File: src/design/assert_macros.svh
// ----------------------------------------------------------------------------
// assert_macros.svh
// concurrent assertion macros, empty under synthesis
// ----------------------------------------------------------------------------
`ifndef ASSERT_MACROS_SVH
`define ASSERT_MACROS_SVH

`ifndef SYNTHESIS

// checked only out of reset
`define DEA_ASSERT(label, clk, rst_n, prop, msg) \
    label: assert property (@(posedge clk) disable iff (!rst_n) prop) else $error(msg);

// checked on every edge
`define DEA_ASSERT_ALWAYS(label, clk, prop, msg) \
    label: assert property (@(posedge clk) prop) else $error(msg);

`else

`define DEA_ASSERT(label, clk, rst_n, prop, msg)
`define DEA_ASSERT_ALWAYS(label, clk, prop, msg)

`endif

`endif

File: src/design/dea_ram.sv
// ----------------------------------------------------------------------------
// dea_ram
// generic single write, single read RAM with registered read data
// ----------------------------------------------------------------------------
module dea_ram #(
    parameter int unsigned WIDTH = 8,
    parameter int unsigned DEPTH = 512,
    parameter int unsigned AW = (DEPTH > 1) ? $clog2(DEPTH) : 1
) (
    input  logic             i_clk,
    input  logic             i_we,
    input  logic [AW-1:0]    i_waddr,
    input  logic [WIDTH-1:0] i_wdata,
    input  logic [AW-1:0]    i_raddr,
    output logic [WIDTH-1:0] o_rdata
);

    logic [WIDTH-1:0] r_mem [0:DEPTH-1];

    always_ff @(posedge i_clk) begin
        if (i_we) begin
            r_mem[i_waddr] <= i_wdata;
        end
        o_rdata <= r_mem[i_raddr];
    end

endmodule

File: config.mk
export PLATFORM = sky130hd
export DESIGN_NAME = dea_ram
export DESIGN_NICKNAME = d
export VERILOG_FILES = /design/src/design/assert_macros.svh /design/src/design/dea_ram.sv
export SDC_FILE = /design/constraint.sdc
export NUM_CORES = 2
export LEC_CHECK = 0
export BUFFER_PORTS_ARGS = -buffer_cell sky130_fd_sc_hd__buf_2
export CORE_AREA = 5 5 682 684
export DETAILED_ROUTE_END_ITERATION = 16
export DIE_AREA = 0 0 687 689
export PLACE_DENSITY = 0.56
export REMOVE_ABC_BUFFERS = 1
export SETUP_SLACK_MARGIN = 0.2
export SLEW_MARGIN = 10
export SYNTH_ARGS = -nofsm -noshare
export SYNTH_HDL_FRONTEND = slang
export SYNTH_SLANG_ARGS = --single-unit
File: constraint.sdc
create_clock -name i_clk -period 2.9 [get_ports i_clk]
set_input_delay 0.58 -clock i_clk [delete_from_list [all_inputs] [get_ports i_clk]]
set_output_delay 0.58 -clock i_clk [all_outputs]
set_load 0.02 [all_outputs]
==> flow_metrics.py <==
metrics = {
    "synth": {
        "ys_top_cells_by_area": "edfxtp_1, mux4_2, mux2i_1",
        "syn-mean-instance-area_um2": 19.92,
        "synth_top_area_share_pct": 76.91,
        "synthesis.area_um2": 159900,
        "synth_edf_count": 4096,
        "ys_ff_latch": 4104,
        "synth_top_area_cell": "edfxtp_1",
        "ys.flop_type": "edfxtp_1",
        "synth_cell_types": 51,
        "ys_warn_count": 0,
        "syn_inst": 8030,
        "ys_async_sr_fraction_pct": 0,
        "yosysSeqAreaShare_pct": 77.01,
    },
    "routing": {
        "routed_wl_mm": 454.1,
        "routedWlPerCell_um": 28.49,
        "dr.pass1.iters": 7,
        "drt_iter0_drc": 9615,
        "drt-vias-per-instance": 5.387,
        "vias": 85870,
        "drc_errors": 0,
        "antenna_left": 0,
    },
    "floorplanning": {
        "num_rows": 249,
        "coreArea_um2": 458300,
        "die_x_um": 687,
        "ios": 36,
        "die-area_um2": 473300,
        "start_util_pct": 34.90,
        "die_height_um": 689,
    },
    "final_layout": {
        "layout.nets": 9475,
        "drive_above_1_share_pct": 29.18,
        "most-common-layout-cells": "edfxtp_1, buf_4, mux2i_1",
        "layout_commonest_cell": "edfxtp_1",
        "finish.utilization_pct": 41.93,
        "area_growth_syn_to_layout_pct": 20.16,
        "fin_area_um2": 192200,
    },
    "cts": {
        "clk-insertion-delay-late_ns": 0.98,
        "cts_root_buf": "clkbuf_16",
        "post_cts_buffers": 0,
        "clkTransAtPathRegs_ns": 0.06,
        "cts_htree_levels": 5,
        "numCtsBuffers": 408,
        "numClockSinks": 4104,
        "clock_tree.buffer_depth": 4,
        "cts_tree": "yes",
    },
    "placement": {
        "place.gp.congestion": 0.8991,
        "dpl.hpwl_mm": 301.5,
        "placed_cell_area_um2": 178600,
        "portBuffers": 35,
    },
    "power": {
        "p_leak_nw": 63.27,
        "ir_drop_uv": 497.6,
        "power_density_nw_per_um2": 648.8,
        "p_total_mw": 124.7,
    },
    "critical_path": {
        "r2r_cells": 11,
        "path_common_cell": "buf_12",
        "crit_path_end": "o_rdata[0]",
        "crit_start": "i_raddr[0]",
        "r2r_setup_slack_ns": 0.38,
        "crit_path_top_delay_cell": "nand4_1",
        "critPathMaxFanout": 23,
        "cp-end-kind": "register",
        "critical-path-max-stage-delay_ns": 0.46,
        "reg2reg_from": "r_mem[35][7]",
        "path_class": "primary input to register",
        "critPathArrivalTime_ns": 3.70,
        "cp.required_ns": 3.82,
        "cp-start-kind": "primary input",
        "crit_chain": "buf_12 -> buf_12 -> buf_12 -> buf_4 -> mux2i_1 -> o221ai_1 -> o22ai_1 -> a22oi_2 -> nand4_1 -> nand2_4 -> o2111a_1",
        "r2r_end": "o_rdata[7]",
    },
    "timing": {
        "setup_viol": 0,
        "fmax_ghz": 0.3598,
        "worst_slew_pin_slew_ns": 1.077,
        "whs_ns": 0.06345,
        "slew_headroom_pct": 28.21,
        "min_period_ns": 2.779,
        "finalHoldViolCount": 0,
        "fin_crit_sh_pct": 95.84,
        "tns_ns": 0,
        "drv_slew": 0,
        "grt_setup_unrepaired": "true",
        "fin_skew_ns": 0.07109,
    },
    "global_route": {
        "antenna_found_initial": 28,
        "grt_max_degree": 129,
        "grt_use_total_pct": 18.67,
        "grt.overflow.total": 0,
        "grt_pass1_wl_mm": 646.0,
        "grt_pass1_vias": 87070,
    },
    "min_path": {
        "min_from": "i_wdata[5]",
        "min_path_type": "primary input to register",
    },
    "flow_run": {
        "drv_cap": 0,
    },
    "status": {
        "status": "completed",
    },
}
==> final cells by class <==
class                      instances  area [µm²]
clock buffer                     478       10560
clock inverter                   270        2574
antenna                            7       17.52
fill                           39760      266100
multi-input combinational       3410       34340
sequential                      4104      123200
tap                             6149        7694
timing repair buffer            1520       13810
inverter                           3       18.77
==> where the power goes <==
part	total [mW]	leakage (nW)	internal, mW	switching, mW
clock	52.2	6.41	29.7	22.5
combinational	7.11	20.0	2.66	4.45
sequential	65.4	36.9	65.3	0.0833
==> repair_timing <==
item | in CTS | in global routing
pin swaps | 4 | 11
hold endpoints to repair | 59 | 0
hold buffers | 4 | 0
setup endpoints to repair | 8 | 8
gates resized for setup | 34 | 44
==> stage by stage <==
step           std cells  worst slack, ns
2_1_floorplan       7517           -6.311
4_1_cts            15930           0.1800
6_report           15940           0.1205
5_1_grt            15940           0.1695
3_3_place_gp       15180           -1.447
3_5_place_dp       15180           -1.427
==> worst min path at each step <==
stage,to,slack (ns),cells after the start
2_1_floorplan,r_mem[0][0],0.68,0
3_3_place_gp,r_mem[14][6],0.98,1
3_5_place_dp,r_mem[13][6],0.99,1
4_1_cts,r_mem[111][5],0.02,1
5_1_grt,r_mem[111][5],0.04,1
6_report,r_mem[110][5],0.06,1
==> kinds of logic (layout without fill, tap and decap cells) <==
family / after synthesis / in the layout / synth area share [%]
AO/OA/AOI/OAI: 979 / 979 / 4.313
buffers and inverters: 516 / 2271 / 1.849
flip-flops: 4104 / 4104 / 77.01
multiplexers: 1451 / 1451 / 14.20
other: 0 / 7 / 0
AND/OR/NAND/NOR: 980 / 980 / 2.631
==> metal layers <==
layer	routed length [µm]	global-route usage (%)	share of wire (%)
met5	37	0	0.0081
met4	14400	5.678	3.2
met3	32290	2.801	7.1
met2	220500	30.76	49
met1	186900	25.70	41
==> sequential cells by signal, indices dropped and copies added, names as in the netlist <==
name,flops
r_mem,4096
o_rdata,8
==> synthesized netlist by cell type, types with 13 or more instances <==
cell and count:
edfxtp_1 4096, mux2i_1 797, mux4_2 654, nor2_1 597, o221ai_1 371, clkbuf_1 265
a21oi_1 194, o22ai_1 163, o21ai_0 118, nand2_1 111, nor3_1 109, buf_4 70
buf_6 64, a22oi_1 61, buf_2 57, buf_1 41, nand3_1 36, nor4_1 36
nand4_1 32, and2_1 20, a211oi_1 17, o31ai_1 13
==> worst max-delay path, delay by kind of cell <==
kind,cells,cell delay (ns)
compound gates,4,1.14
buf+inv,4,0.87
mux,1,0.07
simple gates,2,0.81
(Power assumes the default switching activity.)
