===== src/design/assert_macros.svh =====
// ----------------------------------------------------------------------------
// assert_macros.svh
// concurrent assertion macros, empty under synthesis
// ----------------------------------------------------------------------------
`ifndef ASSERT_MACROS_SVH
`define ASSERT_MACROS_SVH

`ifndef SYNTHESIS

// checked only out of reset
`define DEA_ASSERT(label, clk, rst_n, prop, msg) \
    label: assert property (@(posedge clk) disable iff (!rst_n) prop) else $error(msg);

// checked on every edge
`define DEA_ASSERT_ALWAYS(label, clk, prop, msg) \
    label: assert property (@(posedge clk) prop) else $error(msg);

`else

`define DEA_ASSERT(label, clk, rst_n, prop, msg)
`define DEA_ASSERT_ALWAYS(label, clk, prop, msg)

`endif

`endif


===== src/design/dea_pkg.sv =====
// ----------------------------------------------------------------------------
// dea_pkg
// types and constants of the directory extent accumulator
// ----------------------------------------------------------------------------
package dea_pkg;

    localparam logic [7:0] USER_LIMIT   = 8'h20;
    localparam logic [7:0] USER_DELETED = 8'he5;
    localparam logic [7:0] USER_MASK    = 8'h0f;
    localparam logic [7:0] CHAR_MASK    = 8'h7f;
    localparam logic [7:0] ATTR_BIT     = 8'h80;

    localparam int unsigned NAME_W = 56;
    localparam int unsigned FTYPE_W = 21;

    // configuration register indexes
    localparam logic [1:0] CFG_WIDE = 2'd0;
    localparam logic [1:0] CFG_KPB  = 2'd1;
    localparam logic [1:0] CFG_USER = 2'd2;

    typedef struct packed {
        logic        start_scan;
        logic [7:0]  user_byte;
        logic [63:0] name_bytes;
        logic [23:0] type_bytes;
        logic [7:0]  record_count;
        logic [63:0] pointers_low;
        logic [63:0] pointers_high;
    } t_item;

    typedef struct packed {
        logic        entry_counted;
        logic [5:0]  file_slot;
        logic        new_file;
        logic [15:0] file_records;
        logic [15:0] file_kbytes;
        logic [7:0]  file_extents;
        logic        file_read_only;
        logic        file_system;
        logic        block_conflict;
        logic        conflict_seen;
        logic [15:0] total_extents;
        logic [6:0]  file_count;
    } t_result;

    typedef struct packed {
        logic [NAME_W-1:0]  name;
        logic [FTYPE_W-1:0] ftype;
    } t_key;

    // what moves from cell to cell
    typedef struct packed {
        logic valid;
        logic hit;
        t_key key;
    } t_chain;

    typedef struct packed {
        logic [15:0] records;
        logic [15:0] kbytes;
        logic [7:0]  extents;
        logic        system;
        logic        read_only;
    } t_sums;

    typedef enum logic [2:0] {
        S_CLEAR,
        S_IDLE,
        S_CHECK,
        S_SEARCH,
        S_SUMRD,
        S_SUMWR,
        S_PTR_RD,
        S_PTR_WR
    } t_state;

    // 7-bit name and type of an entry
    function automatic t_key f_key(input logic [63:0] name_bytes,
                                   input logic [23:0] type_bytes);
        t_key k;
        for (int i = 0; i < 8; i++) begin
            k.name[i*7 +: 7] = name_bytes[i*8 +: 7];
        end
        for (int i = 0; i < 3; i++) begin
            k.ftype[i*7 +: 7] = type_bytes[i*8 +: 7];
        end
        return k;
    endfunction

endpackage


===== src/design/dea_cell.sv =====
// ----------------------------------------------------------------------------
// dea_cell
// one file slot: holds a name and type, compares the passing key
// ----------------------------------------------------------------------------
module dea_cell #(
    parameter int unsigned SW  = 6,
    parameter int unsigned CW  = 7,
    parameter int unsigned IDX = 0
) (
    input  logic            i_clk,
    input  logic            i_rst_n,
    input  dea_pkg::t_chain i_chain,
    input  logic [SW-1:0]   i_idx,
    input  logic [CW-1:0]   i_count,
    input  logic            i_wr_en,
    input  logic [SW-1:0]   i_wr_idx,
    input  dea_pkg::t_key   i_wr_key,
    output dea_pkg::t_chain o_chain,
    output logic [SW-1:0]   o_idx
);
    import dea_pkg::*;

    t_key          r_key;
    t_chain        r_chain;
    logic [SW-1:0] r_idx;
    logic          w_match;

    // a slot takes part only once it is in use
    assign w_match = i_chain.valid && !i_chain.hit && (CW'(IDX) < i_count)
                     && (r_key == i_chain.key);

    always_ff @(posedge i_clk) begin
        if (!i_rst_n) begin
            r_chain.valid <= 1'b0;
        end else begin
            r_chain.valid <= i_chain.valid;
        end
        r_chain.hit <= i_chain.hit || w_match;
        r_chain.key <= i_chain.key;
        r_idx       <= w_match ? SW'(IDX) : i_idx;
        if (i_wr_en && (i_wr_idx == SW'(IDX))) begin
            r_key <= i_wr_key;
        end
    end

    assign o_chain = r_chain;
    assign o_idx   = r_idx;

endmodule


===== config.mk =====
export PLATFORM = sky130hd
export DESIGN_NAME = dea_cell
export DESIGN_NICKNAME = d
export VERILOG_FILES = /design/src/design/assert_macros.svh /design/src/design/dea_pkg.sv /design/src/design/dea_cell.sv
export SDC_FILE = /design/constraint.sdc
export NUM_CORES = 1
export LEC_CHECK = 0
export ABC_AREA = 1
export BUFFER_PORTS_ARGS = -buffer_cell sky130_fd_sc_hd__buf_2
export CAP_MARGIN = 20
export CORE_UTILIZATION = 50
export CTS_CLUSTER_SIZE = 20
export DETAILED_ROUTE_END_ITERATION = 12
export MAX_ROUTING_LAYER = met4
export PLACE_DENSITY = 0.85
export SYNTH_ARGS = -nofsm -noshare
export SYNTH_HDL_FRONTEND = slang
export SYNTH_SLANG_ARGS = --single-unit

===== constraint.sdc =====
create_clock -name i_clk -period 21.4 [get_ports i_clk]
set_input_delay 1.07 -clock i_clk [delete_from_list [all_inputs] [get_ports i_clk]]
set_output_delay 1.07 -clock i_clk [all_outputs]
set_load 0.01 [all_outputs]

==> metrics.txt, run 1 <==
ys async rst share=0%; flop2flop setup slack=between 15,000 and 20,000 ps; Ant. Diodes=0; number of max-cap violations=0; dpl ws=18,680 ps; RSZ-0062 raised after global routing=no; Final GP Congestion=around 0.8; # hold bufs at CTS=0; Starting DRT DRC Count=222; Post-DRT Antenna Nets=0; syn_area_per_cell=10.2 sq um; initial antenna violation count=0; post-layout minimum cycle time=about 2200 ps; Buf/Inv on CP=2; crit path DAT=between 2000 and 2500 ps; cell count after synthesis=between 500 and 600; Worst setup EP type=register; syn nets=728; Chip Width=roughly 110 microns; Reg power frac=roughly half; cts bufs inserted=17; Vias=4,395; Chip Height=roughly 110 microns; GRT Total Usage=24.8%; nets=slightly above 1,000; r2r worst-path depth=10; FF-to-FF End=o_idx[1]; Min Hold Slack=around 670 ps; Placement Rows=38; Initial Util=approximately half; Leak=3.95 nW; setup_tns=0 ps; startpoint types=primary input; top_reg_cell synth=dfxtp_1; Final Max Tran Viols=0; cell-internal power=0.540 mW; post-route clock period utilization=roughly a tenth; PwrDens=between 80 and 90 mW/mm^2; Worst Hold Launch=i_chain[61]; final hold viol count=0; Crit-path slowest cell=buf_4; status=completed; Longest Clk Path Bufs=2; drt pass-1 iters=4; first-pass GRT wire length=a little over 20,000 microns; Yosys top cell by area=edfxtp_1; final core utilization=70.9%; Seq/Total Area, Yosys=71.6%; count of different cell masters after synthesis=17; Total Wirelength=13,200 microns; combinational power share=around 6.7%; Highest Clock Rate=0.455 GHz; Crit Path Class=in -> reg; Post-Syn Area=around 0.0056 sq mm; HPWL after DPL=about 10000 microns; clock root buffer=clkbuf_8; Worst-path clk slew=approximately 70 ps; Worst-Skew Late Latency=510 ps; Seq cells post-synth=162; Hold Path End=o_chain[61]; DR WL/cell=between 10 and 15 microns; P&R area growth vs syn=37.6%; family with the most delay on the worst path=buffers and inverters; min-delay worst type=in -> reg; CP Data Required Time=roughly 22,000 ps; post-CTS setup buffer count=0; VDD IR max=around 0.000075 V; Reg-to-Reg Start=r_key[71]; worst hold stages=1; largest net degree at the start of global routing=78; Max stage delay on crit path=roughly 790 ps; worst path cell trace=buf_2 -> nor2_1 -> nand3b_1 -> nor4_2 -> buf_4; Final Skew=approximately 8.1 ps; largest cells by area after synthesis=edfxtp_1, dfxtp_1, nand2_1, inv_1, nor2_1; Slew HR=approximately a third; Port Buf Inserts=262; crit path max fanout=between 70 and 80; CTS Sinks=between 150 and 200; setup ws final=19,200 ps; EDFF count, synth=77; CTS tree=built; Slew @ Worst Pin=994 ps; H-tree depth=4; top-count cell post-synth=nand2_1; number of I/O pins=between 200 and 300; die area=~0.012 sq mm; DRC=0; P_sw=approximately 0.15 mW; vias in the first global route=4,400; Post-CTS Resized=0; CORE AREA=0.0109 sq mm; synth cell count leaders=nand2_1, inv_1, dfxtp_1, edfxtp_1, nor2_1; Setup Viol. Count Final=0; Via density=approximately 4.5; grt total ovfl=0; switching share of total power=21.3%; Clk network pwr share=approximately 44%; post-synth top area share=roughly 41%; share of cells above drive strength 1=between 30% and 40%; Yosys warning count=0
sequential cells by signal, indices dropped and copies added (netlist names):
register  flops
o_idx         6
o_chain      79
r_key        77
routing by layer:
layer,track usage [%],up-vias,part of all wire [%]
met5,-,-,0
li1,-,2233,-
met3,6.11,18,6.8
met2,45.0,177,55
met1,26.1,1967,37
met4,8.90,0,1.5
worst reg2reg max path, stage by stage (launching register included):
cell	delay (ps)
edfxtp_1	380
nand2_1	140
o21ai_1	80
nor2_1	170
nand2_1	70
nor2_1	130
nand2_1	100
nor2_4	110
nand3_4	110
nand2_1	80
inv_1	40
cell families (layout without fill, tap and decap cells):
logic type	count (synthesis)	after routing	synth area share, %
AO/OA/AOI/OAI	28	28	2.50
flip-flops	162	162	71.6
XOR/XNOR	11	11	1.72
buffers and inverters	115	410	7.70
AND/OR/NAND/NOR	234	234	16.5
final cells by class:
cell class                      count  area (sq um)
Tap cell                          140           175
Inverter                          115           432
Timing Repair Buffer              263          1320
Fill cell                         795          3170
Sequential cell                   162          4010
Clock inverter                      8          85.1
Clock buffer                       24           526
Multi-Input combinational cell    273          1170
power by group through the flow:
| stage | registers, mW | clock network, mW | logic (mW) |
|---|---|---|---|
| after floorplan | 0.348 | 0 | 0.0106 |
| after global placement | 0.342 | 0 | 0.0441 |
| after detailed placement | 0.343 | 0 | 0.0457 |
| after CTS | 0.336 | 0.309 | 0.0463 |
| after global routing | 0.337 | 0.324 | 0.0511 |
| final | 0.336 | 0.304 | 0.0457 |
metrics by stage:
stage          power (mW)  cells  instance area [sq um]
2_1_floorplan       0.358    550                   5610
3_3_place_gp        0.386    953                   7110
3_5_place_dp        0.388    953                   7110
4_1_cts             0.691    985                   7720
5_1_grt             0.712    985                   7720
6_report            0.686    985                   7720
cell usage in the layout, fill, tap and decap left out, drive strengths merged:
cell,n
bufinv,1
nand3,2
clkinv,2
nor2,56
or2,2
edfxtp,77
nand3b,1
dfxtp,85
inv,118
xnor2,11
o21ai,28
clkbuf,24
nand4,1
nand2,171
nor4,1
clkinvlp,2
buf,263
how the worst max path moves through the flow:
stage	end	slack, ps	startpoint	cells past startpoint
floorplan	r_key[0]	12100	i_wr_idx[3]	1
global placement	r_key[72]	18720	i_wr_idx[5]	5
detailed placement	r_key[51]	18680	i_wr_idx[5]	5
CTS	r_key[45]	19230	i_wr_idx[5]	5
global route	r_key[34]	19060	i_wr_idx[5]	5
finish	r_key[34]	19200	i_wr_idx[5]	5
Note: power is estimated with default switching activity, not from simulation.
==> inputs of run 2 (changes only) <==
- CORE_UTILIZATION: 50 -> 46
- PLACE_DENSITY: 0.85 -> 0.79
- clock period: 21.4 -> 2.2 ns (I/O delays scaled with it)
==> run 2 against run 1 <==
Against the previous run: via count increased by 22%; critical path depth rose by 7; clock-buffer cell count is 1 higher; utilization up 9.6 points; highest routed layer unchanged; final cell count is 17% higher; sequential cell count unchanged.
==> metrics.txt, run 2 (synthesis gave the netlist of run 1 again) <==
Max stage delay on crit path=560 ps (was 790 ps); Layout fillers=659 (was 795); Clk network pwr share=43.2% (was 44.3%); share of cells above drive strength 1=29.8% (was 35.5%); Chip Width=112 microns (was 108 microns); endpoint of the most critical setup path=o_idx[5] (was r_key[34]); initial antenna violation count=1 (was 0); Worst setup EP type=register (unchanged); Slew HR=70.5% (was 33.8%); Reg power frac=46.6% (was 49.0%); commonest non-fill, non-tap cell in the layout=buf_2 (unchanged); PwrDens=750 mW/mm^2 (was 88.8 mW/mm^2); Starting DRT DRC Count=294 (was 222); number of max-cap violations=0 (unchanged); largest net degree at the start of global routing=78 (unchanged); CORE AREA=0.0117 sq mm (was 0.0109 sq mm); Port Buf Inserts=262 (unchanged); r2r worst-path depth=10 (unchanged); Largest register FFs=79 (unchanged); post-layout minimum cycle time=around 1600 ps; P&R area growth vs syn=67.3% (was 37.6%); CTS tree=built (unchanged); Worst Hold Launch=i_wr_idx[3] (was i_chain[61]); vias in the first global route=5,848 (was 4,400); Final GP Congestion=0.785 (was 0.789); HPWL after DPL=10,300 microns (was 9980 microns); VDD IR max=0.000900 V (was 0.0000749 V); Placement Rows=39 (was 38); Chip Height=112 microns (was 108 microns); most frequent cells in the layout=buf_2, nand2_1, dlygate4sd3_1, inv_1, dfxtp_1 (was buf_2, nand2_1, inv_1, dfxtp_1, edfxtp_1); CP Depth=12 (was 5); number of I/O pins=263 (unchanged); clock root buffer=clkbuf_16 (was clkbuf_8); Crit Path Class=in -> reg (unchanged); Longest Clk Path Bufs=2 (unchanged); Vias=5,346 (was 4,395); die area=0.0126 sq mm (was 0.0116 sq mm); Highest Clock Rate=between 0.6 and 0.7 GHz; Post-DRT Antenna Nets=0 (unchanged); min-delay worst type=in -> reg (unchanged); CP Data Required Time=2510 ps (was 21,530 ps); final hold viol count=0 (unchanged); FF-to-FF End=o_idx[5] (was o_idx[1]); CTS Sinks=162 (unchanged); most frequent CP cell=nand2_1; Final Skew=9.07 ps (was 8.10 ps); Total Wirelength=19,000 microns (was 13,200 microns); RSZ-0062 raised after global routing=no (unchanged); flop2flop setup slack=580 ps (was 19,900 ps); H-tree depth=4 (unchanged); worst path cell trace=dlygate4sd3_1 -> buf_2 -> nand2_1 -> o21ai_0 -> nor2_1 -> nand2_1 -> nor2_1 -> nand2_1 -> nor2_4 -> nand3_4 -> nand2_1 -> inv_1 (was buf_2 -> nor2_1 -> nand3b_1 -> nor4_2 -> buf_4); fin area=0.00938 sq mm (was 0.00772 sq mm); Worst-Skew Late Latency=420 ps (was 510 ps); Via density=4.64 (was 4.46); switching share of total power=21.5% (was 21.3%); final core utilization=80.4% (was 70.9%); DR WL/cell=16.5 microns (was 13.4 microns); post-route clock period utilization=between 70 and 80%; Crit-path slowest cell=dlygate4sd3_1 (was buf_4); Leak=4.64 nW (was 3.95 nW); GRT Total Usage=32.1% (was 24.8%); cell-internal power=5.52 mW (was 0.540 mW); Post-CTS Resized=0 (unchanged); status=completed (unchanged); PnR Total Power=7.03 mW (was 0.686 mW); DRC=0 (unchanged); Setup Viol. Count Final=0 (unchanged); setup_tns=0 ps (unchanged); # hold bufs at CTS=163 (was 0); P_sw=1.52 mW (was 0.146 mW); drt pass-1 iters=5 (was 4); Initial Util=48.1% (was 51.5%); startpoint types=primary input (unchanged); grt total ovfl=0 (unchanged); Reg-to-Reg Start=r_key[47] (was r_key[71]); nets=1,173 (was 1,010); worst hold stages=3 (was 1); combinational power share=10.2% (was 6.7%); cts bufs inserted=17 (unchanged); Worst-path clk slew=60 ps (was 70 ps); Slew @ Worst Pin=443 ps (was 994 ps); post-CTS setup buffer count=0 (unchanged); Area after DPL=0.00714 sq mm (was 0.00711 sq mm); crit path max fanout=7 (was 77); Critical Path Source=i_chain[30] (was i_wr_idx[5]); crit path DAT=1930 ps (was 2330 ps); family with the most delay on the worst path=simple AND/OR/NAND/NOR gates (was buffers and inverters); Final Max Tran Viols=0 (unchanged); first-pass GRT wire length=28,800 microns (was 20,300 microns); Buf/Inv on CP=3 (was 2)
==> run 2: how the worst min path moves through the flow <==
stage | endpoint | slack (ps)
4_1_cts | r_key[72] | 290
2_1_floorplan | o_chain[0] | 140
5_1_grt | r_key[72] | 280
3_3_place_gp | o_chain[5] | 230
6_report | r_key[16] | 270
3_5_place_dp | o_chain[70] | 230
==> run 2: per-stage QoR <==
stage,cells,setup WS [ps],hold WS [ps]
2_1_floorplan,550,-983,138
4_1_cts,1150,569,286
5_1_grt,1151,402,285
3_3_place_gp,956,630,230
6_report,1151,578,266
3_5_place_dp,956,577,231
==> run 2: worst min-delay path, stage by stage <==
cell and delay [ps]:
buf_2 100, nor4_4 50, buf_12 200
==> run 2: per-layer routing <==
| metal | GRT usage [%] | share of wire (%) | wire (microns) |
|---|---|---|---|
| met1 | 30.4 | 35 | 6660 |
| met2 | 61.4 | 56 | 10600 |
| met3 | 5.02 | 4.8 | 909 |
| met4 | 18.0 | 4.5 | 854 |
| met5 | - | 0 | 0 |
==> run 2: power by group through the flow <==
stage                     logic (mW)  registers, mW  clock network (mW)
after CTS                      0.682           3.27                3.03
after global routing           0.770           3.28                3.18
after floorplan                0.104           3.38                   0
after detailed placement       0.451           3.33                   0
final                          0.720           3.28                3.04
after global placement         0.438           3.33                   0
==> run 2: area by class of cell <==
class	count	area [sq um]	share of cell area, %
Antenna cell	1	2.50	0.0267
Clock buffer	25	517	5.51
Inverter	115	432	4.60
Clock inverter	6	91.3	0.974
Tap cell	143	179	1.91
Multi-Input combinational cell	273	1180	12.6
Sequential cell	162	4010	42.8
Timing Repair Buffer	426	2960	31.6
